==> src/hw/rtl/cimd_pkg.sv <==
package cimd_pkg;

    localparam int unsigned BANK_W      = 32;
    localparam int unsigned IDX_W       = 6;
    localparam int unsigned BIT_W       = 5;
    localparam int unsigned CMD_W       = 3;
    localparam int unsigned CASCADE_BIT = 31;

    localparam logic [CMD_W-1:0] CMD_RAISE    = 3'd0;
    localparam logic [CMD_W-1:0] CMD_UNMASK   = 3'd1;
    localparam logic [CMD_W-1:0] CMD_MASK     = 3'd2;
    localparam logic [CMD_W-1:0] CMD_ACK      = 3'd3;
    localparam logic [CMD_W-1:0] CMD_DISPATCH = 3'd4;

    localparam logic [BANK_W-1:0] CASCADE_MASK = BANK_W'(1) << CASCADE_BIT;

    typedef struct packed {
        logic [CMD_W-1:0]  cmd;
        logic [IDX_W-1:0]  irq_index;
        logic [BANK_W-1:0] sys_raise_bits;
        logic [BANK_W-1:0] per_raise_bits;
    } t_in_item;

    typedef struct packed {
        logic             irq_valid;
        logic [IDX_W-1:0] irq_number;
        logic             spurious;
        logic             spurious_bank;
    } t_out_item;

    typedef struct packed {
        logic [BANK_W-1:0] sys_status;
        logic [BANK_W-1:0] sys_mask;
        logic [BANK_W-1:0] per_status;
        logic [BANK_W-1:0] per_mask;
    } t_bank_state;

    // priority encode, lowest set bit; all-zero input gives the top index
    function automatic logic [BIT_W-1:0] lowest_set(input logic [BANK_W-1:0] v);
        logic [BIT_W-1:0] n;
        n = BIT_W'(BANK_W - 1);
        for (int i = BANK_W - 1; i >= 0; i--) begin
            if (v[i]) begin
                n = BIT_W'(i);
            end
        end
        return n;
    endfunction

endpackage

==> src/hw/rtl/cimd_bank_regs.sv <==
module cimd_bank_regs
    import cimd_pkg::*;
(
    input  logic        i_clk,
    input  logic        i_rst_n,
    input  logic        i_we,
    input  t_in_item    i_item,
    output t_bank_state o_state
);

    t_bank_state r_state;
    t_bank_state n_state;

    logic [BANK_W-1:0] sel_bit;
    logic              per_bank;

    assign sel_bit  = BANK_W'(1) << i_item.irq_index[BIT_W-1:0];
    assign per_bank = i_item.irq_index[IDX_W-1];

    always_comb begin
        n_state = r_state;
        case (i_item.cmd)
            CMD_RAISE: begin
                n_state.sys_status = r_state.sys_status | i_item.sys_raise_bits;
                n_state.per_status = r_state.per_status | i_item.per_raise_bits;
            end
            CMD_UNMASK: begin
                if (per_bank) begin
                    n_state.per_mask = r_state.per_mask | sel_bit;
                end else begin
                    n_state.sys_mask = r_state.sys_mask | sel_bit;
                end
            end
            CMD_MASK: begin
                if (per_bank) begin
                    n_state.per_mask = r_state.per_mask & ~sel_bit;
                end else begin
                    n_state.sys_mask = r_state.sys_mask & ~sel_bit;
                end
            end
            CMD_ACK: begin
                if (per_bank) begin
                    n_state.per_status = r_state.per_status & ~sel_bit;
                end else begin
                    n_state.sys_status = r_state.sys_status & ~sel_bit;
                end
            end
            default: begin
                n_state = r_state;
            end
        endcase
    end

    always_ff @(posedge i_clk) begin
        if (!i_rst_n) begin
            r_state <= '0;
        end else if (i_we) begin
            r_state <= n_state;
        end
    end

    assign o_state = r_state;

endmodule

==> src/hw/rtl/cimd_dispatch.sv <==
module cimd_dispatch
    import cimd_pkg::*;
(
    input  logic        i_is_dispatch,
    input  t_bank_state i_state,
    output t_out_item   o_result
);

    logic [BANK_W-1:0] sys_pend;
    logic [BANK_W-1:0] pend;
    logic              use_per;

    assign sys_pend = i_state.sys_status & i_state.sys_mask;
    assign use_per  = (sys_pend == CASCADE_MASK);
    assign pend     = use_per ? (i_state.per_status & i_state.per_mask) : sys_pend;

    always_comb begin
        o_result = '0;
        if (i_is_dispatch) begin
            if (pend == '0) begin
                o_result.spurious      = 1'b1;
                o_result.spurious_bank = use_per;
            end else begin
                o_result.irq_valid  = 1'b1;
                o_result.irq_number = {use_per, lowest_set(pend)};
            end
        end
    end

endmodule

==> src/hw/rtl/cascaded_interrupt_mask_dispatch_core.sv <==
// Two-bank cascaded interrupt controller core.
//
// Input channel (i_in_valid / i_in_data / o_in_ready) carries one command:
// raise, unmask, mask, acknowledge or dispatch. Every accepted command
// produces exactly one result on the output channel (o_out_valid /
// o_out_data / i_out_ready); only dispatch returns non-zero fields.
//
// The result of a command accepted at an edge is registered and presented
// from the next cycle. One command per cycle is sustained while each result
// is taken; the register update and the dispatch priority encode both settle
// within the cycle between the bank registers and the result register.
//
// o_in_ready is high whenever the result register is empty or being drained
// in the same cycle, so a stalled receiver holds the current result and
// blocks new commands only while that result is not taken.
//
// Synchronous reset clears status and mask of both banks and empties the
// result register.
module cascaded_interrupt_mask_dispatch_core
    import cimd_pkg::*;
(
    input  logic      i_clk,
    input  logic      i_rst_n,
    input  logic      i_in_valid,
    input  t_in_item  i_in_data,
    output logic      o_in_ready,
    output logic      o_out_valid,
    output t_out_item o_out_data,
    input  logic      i_out_ready
);

    t_bank_state state;
    t_out_item   result;
    logic        in_xfer;

    logic        r_out_valid;
    t_out_item   r_out_data;

    assign o_in_ready = !r_out_valid || i_out_ready;
    assign in_xfer    = i_in_valid && o_in_ready;

    cimd_bank_regs u_regs (
        .i_clk   (i_clk),
        .i_rst_n (i_rst_n),
        .i_we    (in_xfer),
        .i_item  (i_in_data),
        .o_state (state)
    );

    cimd_dispatch u_disp (
        .i_is_dispatch (i_in_data.cmd == CMD_DISPATCH),
        .i_state       (state),
        .o_result      (result)
    );

    always_ff @(posedge i_clk) begin
        if (!i_rst_n) begin
            r_out_valid <= 1'b0;
        end else if (o_in_ready) begin
            r_out_valid <= i_in_valid;
        end
    end

    always_ff @(posedge i_clk) begin
        if (in_xfer) begin
            r_out_data <= result;
        end
    end

    assign o_out_valid = r_out_valid;
    assign o_out_data  = r_out_data;

endmodule

==> config.mk <==
export PLATFORM = sky130hd
export DESIGN_NAME = cascaded_interrupt_mask_dispatch_core
export DESIGN_NICKNAME = d
export VERILOG_FILES = /design/src/hw/rtl/cimd_pkg.sv /design/src/hw/rtl/cimd_bank_regs.sv /design/src/hw/rtl/cimd_dispatch.sv /design/src/hw/rtl/cascaded_interrupt_mask_dispatch_core.sv
export SDC_FILE = /design/constraint.sdc
export NUM_CORES = 1
export LEC_CHECK = 0
export BUFFER_PORTS_ARGS = -buffer_cell sky130_fd_sc_hd__buf_2
export CORE_MARGIN = 4
export CORE_UTILIZATION = 53
export DETAILED_ROUTE_END_ITERATION = 8
export HOLD_SLACK_MARGIN = 0.06
export PLACE_DENSITY = 0.88
export SLEW_MARGIN = 30
export SYNTH_ARGS = -nofsm -noshare
export SYNTH_HDL_FRONTEND = slang
export SYNTH_SLANG_ARGS = --single-unit
==> constraint.sdc <==
create_clock -name i_clk -period 2.4 [get_ports i_clk]
set_input_delay 0.36 -clock i_clk [delete_from_list [all_inputs] [get_ports i_clk]]
set_output_delay 0.36 -clock i_clk [all_outputs]
set_load 0.02 [all_outputs]
==> metrics.txt, run 1 <==
Placer Congestion=0.940; period utilization=1.13; antenna violations before repair=0; Clock Sinks=138; Synth area leaders=dfxtp_1 (37%), o21ai_0 (10%), o311a_1 (9.2%); worst setup margin=-0.316 ns; RSZ-0062 raised after global routing=true; # setup viols final=9; CTS tree=yes; Reg power frac=0.429; Cells after Synth=827; min cycle time layout=2.72 ns; worst hold path type=in2reg; final total negative setup slack=-2.20 ns; Hold-fix buffers, CTS=0; H-tree depth=4; Post-synth EDFFs=9; leakage=3.41 nW; Pins Over Slew Limit=0; Slew Limit Headroom=0.491; maximum clock insertion buffer count=2; Mapped Nets=904; largest net degree at the start of global routing=130; Cell Int Power=4.48 mW; Worst Setup Start Kind=flip-flop; CP endpoint kind=flip-flop; Area growth syn-to-layout=27.4%; CP required=2.70 ns; antenna viol nets, final=0; Max IR drop VDD=0.429 mV; outcome=complete, but fails checks; total grt overflow=0; Power Density=667 nW/µm²; Final Hold Vio Count=0; async set or reset register ratio after synthesis=0; Main synth FF type=dfxtp_1; fmax=368 MHz; DR vias/cell=6.65; Clk network pwr share=0.459; Worst Tran Pin Value=0.764 ns; HP Start=i_in_valid; clock-pin slew on the worst setup and hold paths=0.06 ns; Synth area leader=dfxtp_1; Yosys top cell area share=0.366; skew final=0.00728 ns; CP max stage cell=nor4_4; die height=123 µm; core area=12,800 µm²; aggregate global-route resource usage=0.298; drt drc=0; final hold slack=0.181 ns; DP Worst Slack=-0.257 ns; CTS root buf=clkbuf_16; first-pass GRT wire length=35,900 µm; Seq cells post-synth=138; placed instance area=8200 µm²; Antenna diodes=0; worst skew pair latency=0.43 ns; arrival time at the worst endpoint=3.01 ns; WL/cell=19.8 µm; synth warn=0; max-cap violations=0; critical path class=reg2reg; standard-cell rows=41; Yosys cell types=54; post-route cell area=9000 µm²; IO Port Bufs=87; # IOs=88; syn avg cell area=8.54 µm²; vias in the first global route=7,169; Comb pwr share=0.112; P_sw=1.52 mW; switching fraction of total power=0.253; HPWL Detailed=14,500 µm; Critical Path Fanout Max=9; DR vias=7,659; Largest stage delay, worst path=0.42 ns; failing checks=setup timing; Cell Area, Synth=7060 µm²; TritonCTS Buffers=17; Die ar.=15,200 µm²; Detailed Route WL=22,800 µm; crit-path cells=a22oi_2, nand4_1, nor4_4, nand3_4, buf_12, o21ai_0, nor4_2, nand4b_1, nand3_2, inv_2, o311a_1; sequential share of the synthesized area=0.404; Starting Density=0.551; Initial DRC Count=1,022; share of cells above drive strength 1=0.256; Pre-antenna DRT Iters=6; Die Wd=123 µm; Final nets=1,044; total power=6.00 mW
Yosys cell counts, types with 2 or more instances:
master and instances:
and3_1 5, clkbuf_1 49, a22oi_1 21, nand3_2 3, a32oi_1 11, a211oi_1 3, a21oi_1 72, o211ai_1 6
edfxtp_1 9, and2_1 68, dfxtp_1 129, a31oi_1 3, nand2_1 73, nand2b_1 2, a221oi_1 3, inv_1 4
o21a_1 3, nor2b_1 4, buf_6 4, nor3_1 5, buf_1 6, a32o_1 7, nor3b_1 3, o311a_1 65
and3b_1 4, nand3_1 6, nand4_1 2, a22o_1 5, o221ai_1 2, o21bai_1 64, o21ai_0 146, nor2_1 18
placed cells by master (no fill, tap or decap), drive strengths merged, types with 4 or more instances in the layout:
cell type / count
a22oi: 22
nor2: 18
a32oi: 11
a32o: 7
a21oi: 72
edfxtp: 9
nand2: 74
inv: 6
o21ai: 146
o211ai: 7
dfxtp: 129
clkbuf: 23
nor2b: 4
and3b: 4
nand3: 9
o311a: 65
and3: 5
o21bai: 64
a22o: 5
buf: 180
nor3: 5
and2: 69
logic make-up (layout without fill, tap and decap cells):
kind of cell	after synthesis	after routing	share of synthesized area
buffers and inverters	65	217	0.0404
AND/OR/NAND/NOR	203	203	0.154
AO/OA/AOI/OAI	420	420	0.401
flip-flops	138	138	0.404
XOR/XNOR	1	1	0.00124
power by group through the flow:
| stage | Clock [mW] | Sequential, mW | Combinational (mW) |
|---|---|---|---|
| after floorplan | 0 | 2.60 | 0.351 |
| after global placement | 0 | 2.60 | 0.623 |
| after detailed placement | 0 | 2.61 | 0.649 |
| after CTS | 2.75 | 2.56 | 0.660 |
| after global routing | 2.85 | 2.58 | 0.743 |
| final | 2.75 | 2.57 | 0.672 |
routing by layer:
metal	vias up	track usage	share of wire
li1	3440	-	-
met1	3634	0.382	0.39
met2	510	0.490	0.47
met3	75	0.0622	0.10
met4	0	0.122	0.034
met5	-	0	0
path summary, 6_finish.rpt:
check                  endpoint  slack, ns  cells past startpoint
setup / recovery  o_out_data[5]      -0.32                     11
hold / removal      o_out_valid       0.18                      3
setup reg to reg  o_out_data[5]      -0.32                     11
hold reg to reg     o_out_valid       0.53                      2
layout make-up:
class	instances	area, µm²
clock buffers	22	517
multi-input cells	624	4050
flip-flops and latches	138	2860
repair buffers	181	1230
fillers	922	3830
inverters	5	18.8
clock inverters	9	108
well taps	172	215
per-stage QoR:
stage           util  std cells
3_3_place_gp   0.639       1115
4_1_cts        0.691       1147
3_5_place_dp   0.639       1115
6_report       0.701       1151
5_1_grt        0.701       1151
2_1_floorplan      -        827
worst max-delay path: cells and delay by family, from the launching register on:
family | cells | cell delay (ns)
AOI/OAI and AO/OA | 3 | 0.72
buffers and inverters | 2 | 0.30
DFF | 1 | 0.32
and+or+nand+nor | 6 | 1.24
timing repair:
item | in CTS | in global routing
cloned | 0 | 1
setup buffers | 1 | 5
setup endpoints to repair | 9 | 9
pin swaps | 2 | 19
resized for setup | 10 | 24
Power figures use the tool's default switching activity.
==> inputs of run 2 (changes only) <==
--- a/config.mk
+++ b/config.mk
@@ -5,12 +5,14 @@
 export SDC_FILE = /design/constraint.sdc
 export NUM_CORES = 1
 export LEC_CHECK = 0
+export ABC_AREA = 1
 export BUFFER_PORTS_ARGS = -buffer_cell sky130_fd_sc_hd__buf_2
+export CORE_ASPECT_RATIO = 1.2
 export CORE_MARGIN = 4
-export CORE_UTILIZATION = 53
+export CORE_UTILIZATION = 52
 export DETAILED_ROUTE_END_ITERATION = 8
 export HOLD_SLACK_MARGIN = 0.06
-export PLACE_DENSITY = 0.88
+export PLACE_DENSITY = 0.87
 export SLEW_MARGIN = 30
 export SYNTH_ARGS = -nofsm -noshare
 export SYNTH_HDL_FRONTEND = slang
==> metrics.txt, run 2 <==
core area=12,800 µm²; switching fraction of total power=0.234; antenna violations before repair=1; first-pass GRT wire length=34,500 µm; # IOs=88; skew final=0.00672 ns; Clock Sinks=138; Cells after Synth=1,016; hold path cells=4; Die Wd=113 µm; Detailed Route WL=22,900 µm; Main synth FF type=dfxtp_1; Die ar.=15,100 µm²; HPWL Detailed=14,800 µm; post-route cell area=9030 µm²; worst setup margin=-0.446 ns; max-cap violations=0; IO Port Bufs=87; Post-synth EDFFs=9; Cell Int Power=4.27 mW; share of cells above drive strength 1=0.289; Worst Tran Pin Value=0.768 ns; H-tree depth=4; arrival time at the worst endpoint=3.04 ns; worst reg-to-reg path cell count=32; Synth area leaders=dfxtp_1 (38%), a21oi_1 (14%), nand2_1 (12%); worst hold path type=in2reg; Crit path depth=32; Initial DRC Count=811; period utilization=1.19; vias in the first global route=7,216; CP required=2.59 ns; commonest non-fill, non-tap cell in the layout=a21oi_1; clock-pin slew on the worst setup and hold paths=0.06 ns; antenna viol nets, final=0; DP Cell Count=1,286; Final nets=1,232; Mapped Nets=1,093; Largest stage delay, worst path=0.32 ns; drt drc=0; Pre-antenna DRT Iters=6; most common cell in the netlist=nand2_1; Power Density=618 nW/µm²; FF/Latch Area=2910 µm²; failing checks=setup timing; Yosys cell types=26; Seq cells post-synth=138; min cycle time layout=2.85 ns; highest-count cells in the layout ignoring fill and taps=a21oi_1 (187), nand2_1 (179), dfxtp_1 (87), buf_2 (87), buf_4 (80); final hold slack=0.222 ns; Synth area leader=dfxtp_1; async set or reset register ratio after synthesis=0; Worst Setup Start Kind=flip-flop; CP endpoint kind=flip-flop; Comb pwr share=0.073; Reg power frac=0.429; Final Hold Vio Count=0; syn avg cell area=6.76 µm²; Yosys top cell area share=0.376; final total negative setup slack=-2.46 ns; # setup viols final=9; critical path's top delay family=simple AND/OR/NAND/NOR gates; maximum clock insertion buffer count=2; Layout Utilization=0.706; synth cell count leaders=nand2_1 (222), a21oi_1 (189), dfxtp_1 (129); DP Worst Slack=-0.318 ns; Placer Congestion=0.967; Slew Limit Headroom=0.488; Pins Over Slew Limit=0; TritonCTS Buffers=17; Cell Area, Synth=6870 µm²; Critical Path Fanout Max=6; worst skew pair latency=0.43 ns; critical path class=reg2reg; outcome=complete, but fails checks; WL/cell=17.2 µm; leakage=3.77 nW; aggregate global-route resource usage=0.286; P_sw=1.30 mW; Starting Density=0.537; placed instance area=7920 µm²; CTS root buf=clkbuf_16; die height=134 µm; fmax=351 MHz; Worst Path Buf+Inv=1; total power=5.58 mW; Clk network pwr share=0.498; Max IR drop VDD=0.505 mV; filler instances=1,015; sequential share of the synthesized area=0.415; most used cell, CP=nand2_1; synth warn=0; Area growth syn-to-layout=31.5%; total grt overflow=0; CTS tree=yes; area of the multi-input gates=3840 µm²; Hold-fix buffers, CTS=0; standard-cell rows=45; RSZ-0062 raised after global routing=true; DR vias=7,854; non-filler cells, final=1,332; DR vias/cell=5.90; CP max stage cell=dfxtp_1; largest net degree at the start of global routing=72
[run 2: power by group through the flow]
| stage | clock network [mW] | registers (mW) | logic (mW) |
|---|---|---|---|
| finish | 2.78 | 2.39 | 0.409 |
| global route | 2.88 | 2.39 | 0.446 |
| CTS | 2.78 | 2.39 | 0.402 |
| detailed placement | 0 | 2.43 | 0.398 |
| global placement | 0 | 2.43 | 0.393 |
| floorplan | 0 | 2.44 | 0.205 |
[run 2: path summary, 6_finish.rpt]
path	start	slack, ns	to
worst max-delay path	u_regs.o_state[113]	-0.45	o_out_data[2]
worst min-delay path	i_out_ready	0.22	o_out_valid
worst max register to register	u_regs.o_state[113]	-0.45	o_out_data[2]
worst min register to register	flip-flop	0.47	flip-flop
[run 2: timing repair]
action	CTS	global route
buffers inserted	2	10
pin swaps	15	30
cloned	0	2
setup endpoints to repair	8	9
gates resized for setup	37	91
[run 2: cell type report]
| cell class | count | area share |
|---|---|---|
| flip-flops and latches | 138 | 0.322 |
| repair buffers | 178 | 0.136 |
| clock buffers | 21 | 0.0545 |
| clock inverters | 10 | 0.0154 |
| diodes | 1 | 0.000277 |
| multi-input cells | 765 | 0.426 |
| inverters | 55 | 0.0236 |
| well taps | 164 | 0.0227 |
[run 2: cell families after synthesis]
kind of cell / share of synthesized area
AND/OR/NAND/NOR: 0.295
AO/OA/AOI/OAI: 0.223
buffers and inverters: 0.0660
flip-flops: 0.415
[run 2: routing by layer]
layer  track usage  part of all wire  vias to the layer above
li1              -                 -                     3712
met1         0.332              0.37                     3611
met4         0.160             0.052                        2
met2         0.486              0.50                      423
met3        0.0605             0.074                      106
met5             0           0.00087                        -
[run 2: tightest hold or removal path: stages]
cell     delay, ns
buf_2         0.07
inv_1         0.03
nand2_1       0.08
a21oi_1       0.07
